--- config.mk ---
export PLATFORM = sky130hd
export DESIGN_NAME = ribbon_position_to_pitch_unit
export DESIGN_NICKNAME = d
export VERILOG_FILES = /design/src/rtl/core/rpp_pkg.sv /design/src/rtl/core/rpp_serial_mul.sv /design/src/rtl/core/rpp_serial_div.sv /design/src/rtl/core/ribbon_position_to_pitch_unit.sv
export SDC_FILE = /design/constraint.sdc
export NUM_CORES = 1
export LEC_CHECK = 0
export BUFFER_PORTS_ARGS = -buffer_cell sky130_fd_sc_hd__buf_2
export CELL_PAD_IN_SITES_DETAIL_PLACEMENT = 1
export CELL_PAD_IN_SITES_GLOBAL_PLACEMENT = 1
export CORE_MARGIN = 3
export CORE_UTILIZATION = 52
export DETAILED_ROUTE_END_ITERATION = 7
export GPL_TIMING_DRIVEN = 0
export HOLD_SLACK_MARGIN = 0.02
export PLACE_DENSITY_LB_ADDON = 0.15
export RECOVER_POWER = 100
export SYNTH_ARGS = -nofsm -noshare
export SYNTH_HDL_FRONTEND = slang
export SYNTH_HIERARCHICAL = 1
export SYNTH_SLANG_ARGS = --single-unit
--- constraint.sdc ---
create_clock -name clock -period 6.4 [get_ports clock]
set_clock_uncertainty 0.15 [all_clocks]
set_input_delay 0.64 -clock clock [delete_from_list [all_inputs] [get_ports clock]]
set_output_delay 0.64 -clock clock [all_outputs]
set_load 0.005 [all_outputs]
--- src/rtl/core/rpp_pkg.sv ---
// ----------------------------------------------------------------------------
// rpp_pkg
// Shared widths, register indexes and reset values for the ribbon position
// to pitch unit.
// ----------------------------------------------------------------------------
`default_nettype none

package rpp_pkg;

   localparam int WINDOW_DEPTH = 8;
   localparam int SLOT_W       = (WINDOW_DEPTH > 1) ? $clog2(WINDOW_DEPTH) : 1;
   localparam int CNT_W        = $clog2(WINDOW_DEPTH + 1);

   localparam int SAMPLE_W = 16;
   localparam int SUM_W    = SAMPLE_W + CNT_W;
   localparam int FULL_W   = 16;
   localparam int FREQ_W   = 13;
   localparam int DIFF_W   = FREQ_W + 1;
   localparam int OCT_W    = 3;
   localparam int OCT_MAX  = 3;
   localparam int SHIFT_W  = 2;
   localparam int PITCH_W  = 16;

   localparam int MCAND_W    = FULL_W + FREQ_W;
   localparam int PROD_W     = MCAND_W + FREQ_W;
   localparam int DENS_W     = MCAND_W + 2;
   localparam int DIVN_W     = PROD_W + OCT_MAX;
   localparam int DEN_W      = DENS_W - 1 + OCT_MAX;
   localparam int Q_W        = PITCH_W;
   localparam int MUL_STEP_W = $clog2(FREQ_W);
   localparam int DIV_STEP_W = $clog2(Q_W);

   localparam int CSR_IDX_W  = 2;
   localparam int CSR_DATA_W = 16;

   typedef logic [CSR_IDX_W-1:0] csr_idx_type;

   localparam csr_idx_type CSR_FULL_SCALE    = 2'd0;
   localparam csr_idx_type CSR_BASE_FREQ_MIN = 2'd1;
   localparam csr_idx_type CSR_BASE_FREQ_MAX = 2'd2;
   localparam csr_idx_type CSR_OCTAVE_SHIFT  = 2'd3;

   localparam logic [FULL_W-1:0] RST_FULL_SCALE = 16'd1023;
   localparam logic [FREQ_W-1:0] RST_FREQ_MIN   = 13'd110;
   localparam logic [FREQ_W-1:0] RST_FREQ_MAX   = 13'd880;
   localparam logic [OCT_W-1:0]  RST_OCTAVE     = 3'd0;

endpackage

`default_nettype wire

--- src/rtl/core/rpp_serial_mul.sv ---
// ----------------------------------------------------------------------------
// rpp_serial_mul
// Shift-and-add multiplier, one multiplier bit per cycle.
// ----------------------------------------------------------------------------
`default_nettype none

module rpp_serial_mul (
   input  logic                        clock,
   input  logic                        reset,
   input  logic                        start,
   input  logic [rpp_pkg::MCAND_W-1:0] mcand,
   input  logic [rpp_pkg::FREQ_W-1:0]  mplier,
   output logic                        done,
   output logic [rpp_pkg::PROD_W-1:0]  product
);
   import rpp_pkg::*;

   logic                  busy_ff;
   logic                  done_ff;
   logic [MUL_STEP_W-1:0] step_ff;
   logic [PROD_W-1:0]     mcand_ff;
   logic [FREQ_W-1:0]     mplier_ff;
   logic [PROD_W-1:0]     prod_ff;

   always_ff @(posedge clock) begin
      if (reset) begin
         busy_ff <= 1'b0;
         done_ff <= 1'b0;
         step_ff <= '0;
      end else begin
         done_ff <= 1'b0;
         if (start) begin
            busy_ff <= 1'b1;
            step_ff <= '0;
         end else if (busy_ff) begin
            step_ff <= step_ff + 1'b1;
            if (step_ff == MUL_STEP_W'(FREQ_W - 1)) begin
               busy_ff <= 1'b0;
               done_ff <= 1'b1;
            end
         end
      end
   end

   always_ff @(posedge clock) begin
      if (start) begin
         mcand_ff  <= PROD_W'(mcand);
         mplier_ff <= mplier;
         prod_ff   <= '0;
      end else if (busy_ff) begin
         if (mplier_ff[0]) begin
            prod_ff <= prod_ff + mcand_ff;
         end
         mcand_ff  <= {mcand_ff[PROD_W-2:0], 1'b0};
         mplier_ff <= mplier_ff >> 1;
      end
   end

   assign done    = done_ff;
   assign product = prod_ff;

endmodule

`default_nettype wire

--- src/rtl/core/rpp_serial_div.sv ---
// ----------------------------------------------------------------------------
// rpp_serial_div
// Restoring divider, one quotient bit per cycle, saturating 16-bit quotient.
// ----------------------------------------------------------------------------
`default_nettype none

module rpp_serial_div (
   input  logic                       clock,
   input  logic                       reset,
   input  logic                       start,
   input  logic [rpp_pkg::DIVN_W-1:0] dividend,
   input  logic [rpp_pkg::DEN_W-1:0]  divisor,
   output logic                       done,
   output logic [rpp_pkg::Q_W-1:0]    quotient
);
   import rpp_pkg::*;

   localparam int DVS_W = DEN_W + Q_W - 1;
   localparam int CMP_W = DEN_W + Q_W;

   logic                  busy_ff;
   logic                  done_ff;
   logic [DIV_STEP_W-1:0] step_ff;
   logic [DIVN_W-1:0]     rem_ff;
   logic [DVS_W-1:0]      dvs_ff;
   logic [Q_W-1:0]        quot_ff;

   logic                  sat;
   logic [DVS_W-1:0]      rem_ext;
   logic [DVS_W-1:0]      rem_sub;
   logic                  ge;

   // quotient would not fit in Q_W bits
   assign sat     = {{(CMP_W - DIVN_W){1'b0}}, dividend} >= {divisor, {Q_W{1'b0}}};
   assign rem_ext = {{(DVS_W - DIVN_W){1'b0}}, rem_ff};
   assign ge      = rem_ext >= dvs_ff;
   assign rem_sub = rem_ext - dvs_ff;

   always_ff @(posedge clock) begin
      if (reset) begin
         busy_ff <= 1'b0;
         done_ff <= 1'b0;
         step_ff <= '0;
      end else begin
         done_ff <= 1'b0;
         if (start) begin
            step_ff <= '0;
            busy_ff <= !sat;
            done_ff <= sat;
         end else if (busy_ff) begin
            step_ff <= step_ff + 1'b1;
            if (step_ff == DIV_STEP_W'(Q_W - 1)) begin
               busy_ff <= 1'b0;
               done_ff <= 1'b1;
            end
         end
      end
   end

   always_ff @(posedge clock) begin
      if (start) begin
         rem_ff  <= dividend;
         dvs_ff  <= {divisor, {(Q_W - 1){1'b0}}};
         quot_ff <= sat ? '1 : '0;
      end else if (busy_ff) begin
         if (ge) begin
            rem_ff <= rem_sub[DIVN_W-1:0];
         end
         quot_ff <= {quot_ff[Q_W-2:0], ge};
         dvs_ff  <= dvs_ff >> 1;
      end
   end

   assign done     = done_ff;
   assign quotient = quot_ff;

endmodule

`default_nettype wire

--- src/rtl/core/ribbon_position_to_pitch_unit.sv ---
// ----------------------------------------------------------------------------
// ribbon_position_to_pitch_unit
// Released (zero) sample: result directly. Pressed sample: window sweep, a
// 16-step serial division for the mean, three 13-step serial multiplications
// and, if the denominator is positive, a second division. One sample in
// flight: next beat taken once the result is registered. Synchronous reset:
// window empty, registers at defaults, not playing, held pitch zero.
// ----------------------------------------------------------------------------
`default_nettype none

module ribbon_position_to_pitch_unit (
   input  logic                           clock,
   input  logic                           reset,
   input  logic                           csr_wr_en,
   input  logic [rpp_pkg::CSR_IDX_W-1:0]  csr_index,
   input  logic [rpp_pkg::CSR_DATA_W-1:0] csr_wdata,
   input  logic                           req_valid,
   output logic                           req_stall,
   input  logic [rpp_pkg::SAMPLE_W-1:0]   req_sample,
   output logic                           rsp_valid,
   input  logic                           rsp_stall,
   output logic [rpp_pkg::PITCH_W-1:0]    rsp_pitch_hz,
   output logic                           rsp_pitch_update,
   output logic                           rsp_note_start,
   output logic                           rsp_note_end,
   output logic                           rsp_is_playing
);
   import rpp_pkg::*;

   localparam logic [3:0] S_IDLE    = 4'd0;
   localparam logic [3:0] S_SUM     = 4'd1;
   localparam logic [3:0] S_SUMEND  = 4'd2;
   localparam logic [3:0] S_MEAN_GO = 4'd3;
   localparam logic [3:0] S_MEAN    = 4'd4;
   localparam logic [3:0] S_MUL1    = 4'd5;
   localparam logic [3:0] S_MUL2    = 4'd6;
   localparam logic [3:0] S_MUL3    = 4'd7;
   localparam logic [3:0] S_DIV_GO  = 4'd8;
   localparam logic [3:0] S_DIV     = 4'd9;
   localparam logic [3:0] S_DONE    = 4'd10;

   logic [FULL_W-1:0]       full_ff;
   logic [FREQ_W-1:0]       fmin_ff;
   logic [FREQ_W-1:0]       fmax_ff;
   logic [OCT_W-1:0]        oct_ff;

   logic [SAMPLE_W-1:0]     window_mem [WINDOW_DEPTH];
   logic [WINDOW_DEPTH-1:0] valid_ff;
   logic [SLOT_W-1:0]       wslot_ff;

   logic [3:0]              state_ff;
   logic [3:0]              state_in;
   logic [SLOT_W-1:0]       idx_ff;
   logic                    take_ff;
   logic [SAMPLE_W-1:0]     rd_data_ff;
   logic                    rd_ok_ff;
   logic [SUM_W-1:0]        sum_ff;
   logic [CNT_W-1:0]        cnt_ff;
   logic                    nz_ff;
   logic [Q_W-1:0]          mean_ff;
   logic [MCAND_W-1:0]      p1_ff;
   logic [PROD_W-1:0]       p2_ff;
   logic [DIVN_W-1:0]       num_ff;
   logic [DEN_W-1:0]        den_ff;
   logic [PITCH_W-1:0]      pitch_ff;
   logic [PITCH_W-1:0]      last_pitch_ff;
   logic                    playing_ff;

   logic                    rsp_valid_ff;
   logic [PITCH_W-1:0]      rsp_pitch_ff;
   logic                    rsp_update_ff;
   logic                    rsp_start_ff;
   logic                    rsp_end_ff;
   logic                    rsp_playing_ff;

   logic                    accept;
   logic                    out_free;
   logic                    commit;

   logic                    mul_start;
   logic [MCAND_W-1:0]      mul_a;
   logic [FREQ_W-1:0]       mul_b;
   logic                    mul_done;
   logic [PROD_W-1:0]       mul_prod;

   logic                    div_start;
   logic [DIVN_W-1:0]       div_a;
   logic [DEN_W-1:0]        div_b;
   logic                    div_done;
   logic [Q_W-1:0]          div_quot;

   logic [DIFF_W-1:0]       diff;
   logic                    diff_neg;
   logic [DIFF_W-1:0]       diff_abs;
   logic [DENS_W-1:0]       den_s;
   logic                    den_ok;
   logic [OCT_W-1:0]        oct_neg;
   logic [SHIFT_W-1:0]      pshift;
   logic [SHIFT_W-1:0]      nshift;

   assign accept   = req_valid && !req_stall;
   assign out_free = !rsp_valid_ff || !rsp_stall;
   assign commit   = (state_ff == S_DONE) && out_free;

   // span and sign of fmax - fmin
   assign diff     = {1'b0, fmax_ff} - {1'b0, fmin_ff};
   assign diff_neg = diff[DIFF_W-1];
   assign diff_abs = diff_neg ? (DIFF_W'(0) - diff) : diff;

   // mul_prod holds mean * |span| when mul_done rises in S_MUL3
   assign den_s  = diff_neg ? ({2'b00, p1_ff} - {2'b00, mul_prod[MCAND_W-1:0]})
                            : ({2'b00, p1_ff} + {2'b00, mul_prod[MCAND_W-1:0]});
   assign den_ok = !den_s[DENS_W-1] && (den_s != '0);

   // octave: -4 is clamped to -3
   assign oct_neg = OCT_W'(0) - oct_ff;
   assign pshift  = oct_ff[OCT_W-1] ? '0 : oct_ff[SHIFT_W-1:0];
   assign nshift  = !oct_ff[OCT_W-1] ? '0 :
                    (oct_neg[OCT_W-1] ? SHIFT_W'(OCT_MAX) : oct_neg[SHIFT_W-1:0]);

   always_ff @(posedge clock) begin
      if (reset) begin
         full_ff <= RST_FULL_SCALE;
         fmin_ff <= RST_FREQ_MIN;
         fmax_ff <= RST_FREQ_MAX;
         oct_ff  <= RST_OCTAVE;
      end else if (csr_wr_en) begin
         case (csr_index)
            CSR_FULL_SCALE:    full_ff <= csr_wdata[FULL_W-1:0];
            CSR_BASE_FREQ_MIN: fmin_ff <= csr_wdata[FREQ_W-1:0];
            CSR_BASE_FREQ_MAX: fmax_ff <= csr_wdata[FREQ_W-1:0];
            CSR_OCTAVE_SHIFT:  oct_ff  <= csr_wdata[OCT_W-1:0];
            default: ;
         endcase
      end
   end

   always_comb begin
      state_in  = state_ff;
      mul_start = 1'b0;
      mul_a     = '0;
      mul_b     = '0;
      div_start = 1'b0;
      div_a     = '0;
      div_b     = '0;
      case (state_ff)
         S_IDLE: begin
            if (accept) begin
               state_in = (req_sample != '0) ? S_SUM : S_DONE;
            end
         end
         S_SUM: begin
            if (idx_ff == SLOT_W'(WINDOW_DEPTH - 1)) begin
               state_in = S_SUMEND;
            end
         end
         S_SUMEND: begin
            state_in = S_MEAN_GO;
         end
         S_MEAN_GO: begin
            div_start = 1'b1;
            div_a     = DIVN_W'(sum_ff);
            div_b     = DEN_W'(cnt_ff);
            state_in  = S_MEAN;
         end
         S_MEAN: begin
            if (div_done) begin
               mul_start = 1'b1;
               mul_a     = MCAND_W'(full_ff);
               mul_b     = fmin_ff;
               state_in  = S_MUL1;
            end
         end
         S_MUL1: begin
            if (mul_done) begin
               mul_start = 1'b1;
               mul_a     = mul_prod[MCAND_W-1:0];
               mul_b     = fmax_ff;
               state_in  = S_MUL2;
            end
         end
         S_MUL2: begin
            if (mul_done) begin
               mul_start = 1'b1;
               mul_a     = MCAND_W'(mean_ff);
               mul_b     = diff_abs[FREQ_W-1:0];
               state_in  = S_MUL3;
            end
         end
         S_MUL3: begin
            if (mul_done) begin
               state_in = den_ok ? S_DIV_GO : S_DONE;
            end
         end
         S_DIV_GO: begin
            div_start = 1'b1;
            div_a     = num_ff;
            div_b     = den_ff;
            state_in  = S_DIV;
         end
         S_DIV: begin
            if (div_done) begin
               state_in = S_DONE;
            end
         end
         S_DONE: begin
            if (out_free) begin
               state_in = S_IDLE;
            end
         end
         default: state_in = S_IDLE;
      endcase
   end

   always_ff @(posedge clock) begin
      if (reset) begin
         state_ff      <= S_IDLE;
         valid_ff      <= '0;
         wslot_ff      <= '0;
         take_ff       <= 1'b0;
         playing_ff    <= 1'b0;
         last_pitch_ff <= '0;
         rsp_valid_ff  <= 1'b0;
      end else begin
         state_ff <= state_in;
         take_ff  <= (state_ff == S_SUM);
         if (accept) begin
            valid_ff[wslot_ff] <= 1'b1;
            wslot_ff <= (wslot_ff == SLOT_W'(WINDOW_DEPTH - 1)) ? '0 : wslot_ff + 1'b1;
         end
         if (commit) begin
            rsp_valid_ff <= 1'b1;
            playing_ff   <= nz_ff;
            if (nz_ff) begin
               last_pitch_ff <= pitch_ff;
            end
         end else if (!rsp_stall) begin
            rsp_valid_ff <= 1'b0;
         end
      end
   end

   always_ff @(posedge clock) begin
      if (accept) begin
         window_mem[wslot_ff] <= req_sample;
      end
      if (state_ff == S_SUM) begin
         rd_data_ff <= window_mem[idx_ff];
      end
   end

   always_ff @(posedge clock) begin
      if (accept) begin
         nz_ff  <= (req_sample != '0);
         idx_ff <= '0;
         sum_ff <= '0;
         cnt_ff <= '0;
      end else begin
         if (state_ff == S_SUM) begin
            idx_ff   <= idx_ff + 1'b1;
            rd_ok_ff <= valid_ff[idx_ff];
         end
         if (take_ff && rd_ok_ff && (rd_data_ff != '0)) begin
            sum_ff <= sum_ff + SUM_W'(rd_data_ff);
            cnt_ff <= cnt_ff + 1'b1;
         end
      end
      if ((state_ff == S_MEAN) && div_done) begin
         mean_ff <= div_quot;
      end
      if ((state_ff == S_MUL1) && mul_done) begin
         p1_ff <= mul_prod[MCAND_W-1:0];
      end
      if ((state_ff == S_MUL2) && mul_done) begin
         p2_ff <= mul_prod;
      end
      if ((state_ff == S_MUL3) && mul_done) begin
         num_ff   <= DIVN_W'(p2_ff) << pshift;
         den_ff   <= DEN_W'(den_s[DENS_W-2:0]) << nshift;
         pitch_ff <= '1;
      end
      if ((state_ff == S_DIV) && div_done) begin
         pitch_ff <= div_quot;
      end
   end

   always_ff @(posedge clock) begin
      if (commit) begin
         rsp_pitch_ff   <= nz_ff ? pitch_ff : last_pitch_ff;
         rsp_update_ff  <= nz_ff;
         rsp_start_ff   <= nz_ff && !playing_ff;
         rsp_end_ff     <= !nz_ff && playing_ff;
         rsp_playing_ff <= nz_ff;
      end
   end

   rpp_serial_mul u_mul (
      .clock   (clock),
      .reset   (reset),
      .start   (mul_start),
      .mcand   (mul_a),
      .mplier  (mul_b),
      .done    (mul_done),
      .product (mul_prod)
   );

   rpp_serial_div u_div (
      .clock    (clock),
      .reset    (reset),
      .start    (div_start),
      .dividend (div_a),
      .divisor  (div_b),
      .done     (div_done),
      .quotient (div_quot)
   );

   assign req_stall        = (state_ff != S_IDLE);
   assign rsp_valid        = rsp_valid_ff;
   assign rsp_pitch_hz     = rsp_pitch_ff;
   assign rsp_pitch_update = rsp_update_ff;
   assign rsp_note_start   = rsp_start_ff;
   assign rsp_note_end     = rsp_end_ff;
   assign rsp_is_playing   = rsp_playing_ff;

endmodule

`default_nettype wire
==> flow_summary.toml, run 1 <==
[synth]
ys_dominant_reg_cell = "edfxtp_1"
synthesis.nets = 3847
avgSynthCellArea_sq_um = 10.6
synth-edff-count = 482
synth_top_area_frac = 0.381
synth_cells = 3590
yosysSeqAreaShare = 0.480
yosys_warnings = 6
async_flop_share = 0
yosysMostFrequentCell = "edfxtp_1"
synthTopCellsByArea = "edfxtp_1, dfxtp_1, ha_1, mux2i_1, nand2_1"
ys_types = 109
synthTopCellsByCount = "edfxtp_1, nand2_1, nor2_1"
yosys.area.top_type = "edfxtp_1"
syn_area_sq_um = 38000
ys_seq_elements = 670

[floorplan]
rows = 98
fp.dieArea_sq_um = 76300
die-height_um = 276
ios = 61
core-area_sq_um = 71900
dieWidth_um = 276
initial_utilization = 0.528

[route]
vias = 29426
drt_iter0_drc = 2289
wirelength_um = 118000
top_layer = "met4"
avgViaCountPerCell = 6.19
wl_met1_um = 49700
wl_met2_um = 58600
dr.pass1.iters = 5
drc = 0
wl_met3_um = 5600
ant_nets = 0
wl_per_cell_um = 24.9

[timing]
min_period_ns = 6.01
drv_slew = 256
rsz0062_at_grt = "false"
final.period_utilization = 0.940
slew_headroom = -0.402
setup_viol = 0
tightest_slew_ns = 2.10
hold_ws_ns = 0.103
setup_tns_ns = 0
hold_viol = 0
max_freq_mhz = 166

[worst_setup_path]
endpoint_kind = "flip-flop"
rrSetupSlack_ns = 0.39
worstRegToRegCells = 17
required_ns = 6.75
setup.worst_path.class = "reg -> reg"
rr_startpoint = "state_ff[1]"
crit_arrival_ns = 6.36
r2r_end = "u_div/quotient[6]"
worst_setup_path_start_kind = "flip-flop"
cp_max_fo = 10

[hold_path]
hold_depth = 3
holdPathEnd = "full_ff[15]"
worstHoldStart = "csr_wdata[15]"
holdCritPathClass = "in -> reg"

[final_layout]
drive_gt1_frac = 0.0880
areaGrowthSynthToFinish_pct = 10.4
stdcell_area_sq_um = 41900
final_nets = 4001
utilization = 0.583

[cts]
clk_pin_slew_worst_paths_ns = 0.07
post-cts-setup-buffers = 0
cts_resized = 0
cts_buffers = 75
cts_tree = "built"
clockBufferDepth = 3
cts_sinks = 670
cts-root-buf = "clkbuf_16"
cts-hold-fix-buffers = 0
clk_latency_ns = 0.66
cts_max_level = 3

[power_and_ir_drop]
pwr-share-clk = 0.336
p_sw_mw = 4.25
power_mw = 12.9
p_int_mw = 8.66
pwr-share-seq = 0.413
comb_power_share = 0.251
power.density_nw_per_um2 = 308
leakage_nw = 15.6
sw_frac_of_total = 0.329
ir_drop_mv = 0.223

[placed_design]
gp_congestion = 0.939
dpl_cell_area_sq_um = 39800
hpwl_um = 88200
io_buffers = 60

[run]
drv_cap = 12

[run_status]
violations = "capacitance limit, slew limit"
status = "complete, but fails checks"

[global_routing]
grt_pass1_wl_um = 185000
grt.total_usage = 0.306
grt_max_degree = 50
antenna_found_initial = 2
overflow = 0
first_global_vias = 31429
[how the worst max path moves through the flow]
stage | slack [ns] | to | start
final | 0.39 | u_div/quotient[6] | state_ff[1]
after global routing | 0.18 | u_div/quotient[6] | state_ff[1]
after CTS | 0.51 | u_div/quotient[14] | state_ff[1]
after detailed placement | 0.59 | u_div/quotient[14] | state_ff[1]
after global placement | 0.09 | u_div/rem_ff[7] | state_ff[1]
after floorplan | 1.62 | den_ff[0] | state_ff[0]
[cells by family after synthesis]
kind of cell             count (synthesis)  share of synthesized area
AO/OA/AOI/OAI                          844                      0.151
adder cells (fa/ha/maj)                218                     0.0730
AND/OR/NAND/NOR                       1032                      0.131
multiplexers                           304                     0.0940
flip-flops                             670                      0.480
buffers and inverters                  391                     0.0402
XOR/XNOR                               131                     0.0302
[cells in the final DEF, fill, tap and decap left out, types with 19 or more instances in the layout]
| cell | count |
|---|---|
| nand2_1 | 340 |
| mux2_2 | 52 |
| a21oi_1 | 238 |
| o21ai_1 | 21 |
| mux2i_1 | 190 |
| dfxtp_1 | 188 |
| nor4_1 | 22 |
| a21o_1 | 76 |
| o21bai_1 | 29 |
| o21ai_0 | 169 |
| or3_1 | 25 |
| nor2b_1 | 31 |
| nand3_1 | 49 |
| edfxtp_1 | 482 |
| o21a_1 | 35 |
| and2_1 | 74 |
| nor2_1 | 252 |
| a22o_1 | 27 |
| buf_2 | 39 |
| mux4_2 | 34 |
| mux2_1 | 28 |
| and3_1 | 24 |
| clkbuf_1 | 224 |
| nand4_1 | 44 |
| xor2_1 | 51 |
| o31ai_1 | 20 |
| inv_1 | 203 |
| a211oi_1 | 23 |
| a211o_1 | 19 |
| clkbuf_16 | 76 |
| xnor2_1 | 80 |
| ha_1 | 212 |
| a31oi_1 | 23 |
| nor3_1 | 46 |
| nand2b_1 | 31 |
| or2_2 | 28 |
[area by class of cell]
cell class,count,area (sq um)
plain buffers,181,726
diodes,1,2.50
clock inverters,40,438
flip-flops and latches,670,18200
inverters,210,788
well taps,950,1190
multi-input cells,2529,18200
repair buffers,77,343
fillers,7819,29900
clock buffers,99,2020
[power groups by stage]
| stage | registers (mW) | logic, mW | clock network (mW) |
|---|---|---|---|
| final | 5.33 | 3.24 | 4.33 |
| after global routing | 5.35 | 3.51 | 4.57 |
| after CTS | 5.32 | 3.25 | 4.40 |
| after detailed placement | 5.39 | 3.16 | 0 |
| after global placement | 5.38 | 2.92 | 0 |
| after floorplan | 5.25 | 2.26 | 0 |
[routing by layer]
layer	global-route usage	vias up
li1	-	13446
met1	0.393	14872
met2	0.529	872
met3	0.0339	236
met4	0.119	0
met5	0	-
[critical path, stage by stage (launching register included)]
cell and delay, ns:
dfxtp_1 0.34, clkbuf_1 0.24, or2_2 0.35, buf_2 0.18, nor3b_1 0.96, clkbuf_1 0.47
a22o_1 0.29, inv_1 0.07, ha_1 0.27, nor4bb_1 0.26, and3_1 0.21, a311oi_1 0.14
a21oi_1 0.19, a2111oi_0 0.10, o31a_1 0.34, o31ai_4 0.66, clkbuf_2 0.44, o21a_1 0.20
[sequential cells by signal (all words and copies together), names as in the netlist, 8 cells and up]
register	cells
u_div/quotient	16
rd_data_ff	16
u_div/rem_ff	45
u_div/dvs_ff	48
valid_ff	8
fmax_ff	13
u_mul/mcand_ff	42
last_pitch_ff	16
window_mem	128
fmin_ff	13
sum_ff	20
mean_ff	16
p2_ff	42
num_ff	45
den_ff	33
u_mul/product	42
pitch_ff	16
full_ff	16
rsp_pitch_hz	16
p1_ff	29
u_mul/mplier_ff	13
[metrics by stage]
| step | std cells | setup slack (ns) |
|---|---|---|
| after detailed placement | 4617 | 0.587 |
| after floorplan | 3590 | 1.62 |
| final | 4757 | 0.386 |
| after global placement | 4600 | 0.0889 |
| after global routing | 4757 | 0.181 |
| after CTS | 4756 | 0.506 |
(Power assumes the default switching activity.)
==> run 2: changes to the inputs <==
--- a/config.mk
+++ b/config.mk
@@ -5,16 +5,18 @@
 export SDC_FILE = /design/constraint.sdc
 export NUM_CORES = 1
 export LEC_CHECK = 0
+export ABC_AREA = 1
 export BUFFER_PORTS_ARGS = -buffer_cell sky130_fd_sc_hd__buf_2
 export CELL_PAD_IN_SITES_DETAIL_PLACEMENT = 1
 export CELL_PAD_IN_SITES_GLOBAL_PLACEMENT = 1
 export CORE_MARGIN = 3
-export CORE_UTILIZATION = 52
+export CORE_UTILIZATION = 48
 export DETAILED_ROUTE_END_ITERATION = 7
 export GPL_TIMING_DRIVEN = 0
 export HOLD_SLACK_MARGIN = 0.02
 export PLACE_DENSITY_LB_ADDON = 0.15
 export RECOVER_POWER = 100
+export SLEW_MARGIN = 0
 export SYNTH_ARGS = -nofsm -noshare
 export SYNTH_HDL_FRONTEND = slang
 export SYNTH_HIERARCHICAL = 1
==> run 2 against run 1 <==
Net effect: the flow still finishes with violations (capacitance limit, slew limit); largest cell class is now multi-input gates; total power grew 5.5%; maximum frequency grew 7.4%; synthesized area grew 9.7%; sequential power is essentially flat; worst setup slack gained 0.41 ns; die area grew 18%; first-iteration DRC count grew 22%; cell count grew 47%.
==> flow_summary.toml, run 2 <==
[worst_setup_path]
critical_path.top_delay_family = "simple AND/OR/NAND/NOR gates"
crit_cells = 12
r2r_end = "u_div/rem_ff[37]"
setup.worst_path.class = "reg -> reg"
rr_startpoint = "state_ff[0]"
critPathBufInv = 7
endpoint = "u_div/rem_ff[37]"
required_ns = 6.58
slowest_stage = "nor2_1"
endpoint_kind = "flip-flop"
crit_arrival_ns = 5.78
crit_start = "state_ff[0]"
crit_path_cell_trace = "nor2_1 > inv_1 > nor2_1 > inv_1 > clkbuf_1 > clkbuf_1 > nand2_1 > clkbuf_1 > clkbuf_1 > nor2_1 > nor2_1 > buf_12"
worst_setup_path_start_kind = "flip-flop"
rrSetupSlack_ns = 0.80
worstRegToRegCells = 12
cp_max_fo = 27
max_stage_delay_ns = 1.44

[global_routing]
overflow = 0
grt_pass1_wl_um = 230000
first_global_vias = 39769
grt.total_usage = 0.329
antenna_found_initial = 2
grt_max_degree = 59

[final_layout]
final_nets = 6017
stdcell_area_sq_um = 46100
drive_gt1_frac = 0.0463
utilization = 0.539
top_regs = "window_mem (128), u_div/dvs_ff (48)"
layout_common_cells = "nand2_1, inv_1, nor2_1"
top_register = "window_mem"
largest_reg_flops = 128
fin_cells = 6971
final_common_cell = "nand2_1"
areaGrowthSynthToFinish_pct = 10.6
diodes = 0
nFillCells = 10910

[timing]
setup_tns_ns = 0
slew_headroom = -0.385
drv_slew = 248
setup_viol = 0
tightest_slew_ns = 2.08
hold_viol = 0
final.period_utilization = 0.875
rsz0062_at_grt = "false"
setup_slack_ns = 0.801
max_freq_mhz = 179
hold_ws_ns = 0.0638
min_period_ns = 5.60

[placed_design]
hpwl_um = 118000
gp_congestion = 1.00
dpl_cell_area_sq_um = 43700
dpl.cell_count = 6823
io_buffers = 60
pre_cts_slack_ns = 1.21

[cts]
post-cts-setup-buffers = 0
cts-hold-fix-buffers = 0
clk_pin_slew_worst_paths_ns = 0.06
cts-root-buf = "clkbuf_16"
cts_resized = 0
clk_latency_ns = 0.66
cts_sinks = 670
clockBufferDepth = 3
cts_max_level = 3
cts_tree = "built"
cts_buffers = 79

[hold_path]
hold_depth = 3
holdCritPathClass = "in -> reg"

[floorplan]
rows = 107
core-area_sq_um = 85500
fp.dieArea_sq_um = 90400
dieWidth_um = 301
initial_utilization = 0.487
die-height_um = 301
ios = 61

[route]
vias = 38215
avgViaCountPerCell = 5.48
wl_met3_um = 7830
drc = 0
dr.pass1.iters = 6
wirelength_um = 150000
wl_met2_um = 72800
top_layer = "met5"
ant_nets = 0
drt_iter0_drc = 2783
wl_met1_um = 61700
wl_per_cell_um = 21.5

[synth]
synth-edff-count = 482
yosysSeqAreaShare = 0.438
yosysMostFrequentCell = "nand2_1"
ys_types = 57
synth_cells = 5605
avgSynthCellArea_sq_um = 7.43
synth_top_area_frac = 0.347
synthesis.nets = 5862
synthTopCellsByArea = "edfxtp_1, nand2_1, dfxtp_1, inv_1, ha_1"
ys_seq_elements = 670
synthTopCellsByCount = "nand2_1, inv_1, nor2_1"
yosys_warnings = 6
async_flop_share = 0
ys_dominant_reg_cell = "edfxtp_1"
syn_area_sq_um = 41700
yosys.area.top_type = "edfxtp_1"

[run]
drv_cap = 8

[power_and_ir_drop]
power_mw = 13.6
power.density_nw_per_um2 = 296
ir_drop_mv = 0.213
leakage_nw = 21.3

[run_status]
status = "complete, but fails checks"
violations = "capacitance limit, slew limit"
[run 2: changes by cell type in the layout (fill, tap and decap cells not counted), moves of 34 or more]
| cell | change |
|---|---|
| xnor2_1 | -56 |
| a21o_1 | -72 |
| mux2i_1 | -148 |
| mux4_2 | -34 |
| and2_1 | -71 |
| nand2_1 | +1309 |
| o22ai_1 | +55 |
| nand3_1 | +186 |
| inv_1 | +710 |
| nor2_1 | +392 |
| mux2_2 | -52 |
| o21ai_0 | +198 |
[run 2: cells by family after synthesis]
group                      Yosys count  share of synthesized area
AOI/OAI and AO/OA                  776                      0.103
xor gates and xnor gates            84                     0.0177
muxes                               42                     0.0101
and+or+nand+nor                   2719                      0.265
adders and majority gates          218                     0.0666
DFF                                670                      0.438
buffers and inverters             1096                      0.101
[run 2: worst reg2reg max path, stage by stage, from the launching register on]
cell and delay, ns:
dfxtp_1 0.36, nor2_1 0.30, inv_1 0.15, nor2_1 0.44, inv_1 0.16, clkbuf_1 0.32, clkbuf_1 0.37, nand2_1 0.24
clkbuf_1 0.52, clkbuf_1 0.42, nor2_1 0.10, nor2_1 1.44, buf_12 0.30
[run 2: worst min-delay path by stage]
stage	start	end	slack (ns)
6_report	csr_wdata[14]	full_ff[14]	0.06
5_1_grt	csr_wdata[14]	full_ff[14]	0.09
4_1_cts	csr_wdata[14]	full_ff[14]	0.04
3_5_place_dp	last_pitch_ff[4]	last_pitch_ff[4]	0.29
3_3_place_gp	last_pitch_ff[13]	last_pitch_ff[13]	0.28
2_1_floorplan	nz_ff	rsp_is_playing	0.27
[run 2: where the power goes]
group / total (mW) / switching (mW) / internal (mW)
Sequential: 5.31 / 0.240 / 5.07
Clock: 4.67 / 2.01 / 2.66
Combinational: 3.63 / 2.55 / 1.08
[run 2: layout make-up]
cell class,count,area [sq um],area share
buffer,168,684,0.0149
tap,1144,1430,0.0311
clock inverter,46,537,0.0117
clock buffer,102,2140,0.0465
sequential,670,18200,0.396
multi-input combinational,3839,19200,0.417
timing repair buffer,74,343,0.00744
inverter,928,3480,0.0756
[run 2: routing by layer]
layer / vias to the layer above / global-route usage
li1: 18301 / -
met1: 18610 / 0.407
met2: 984 / 0.576
met3: 318 / 0.0426
met4: 2 / 0.145
met5: - / 0
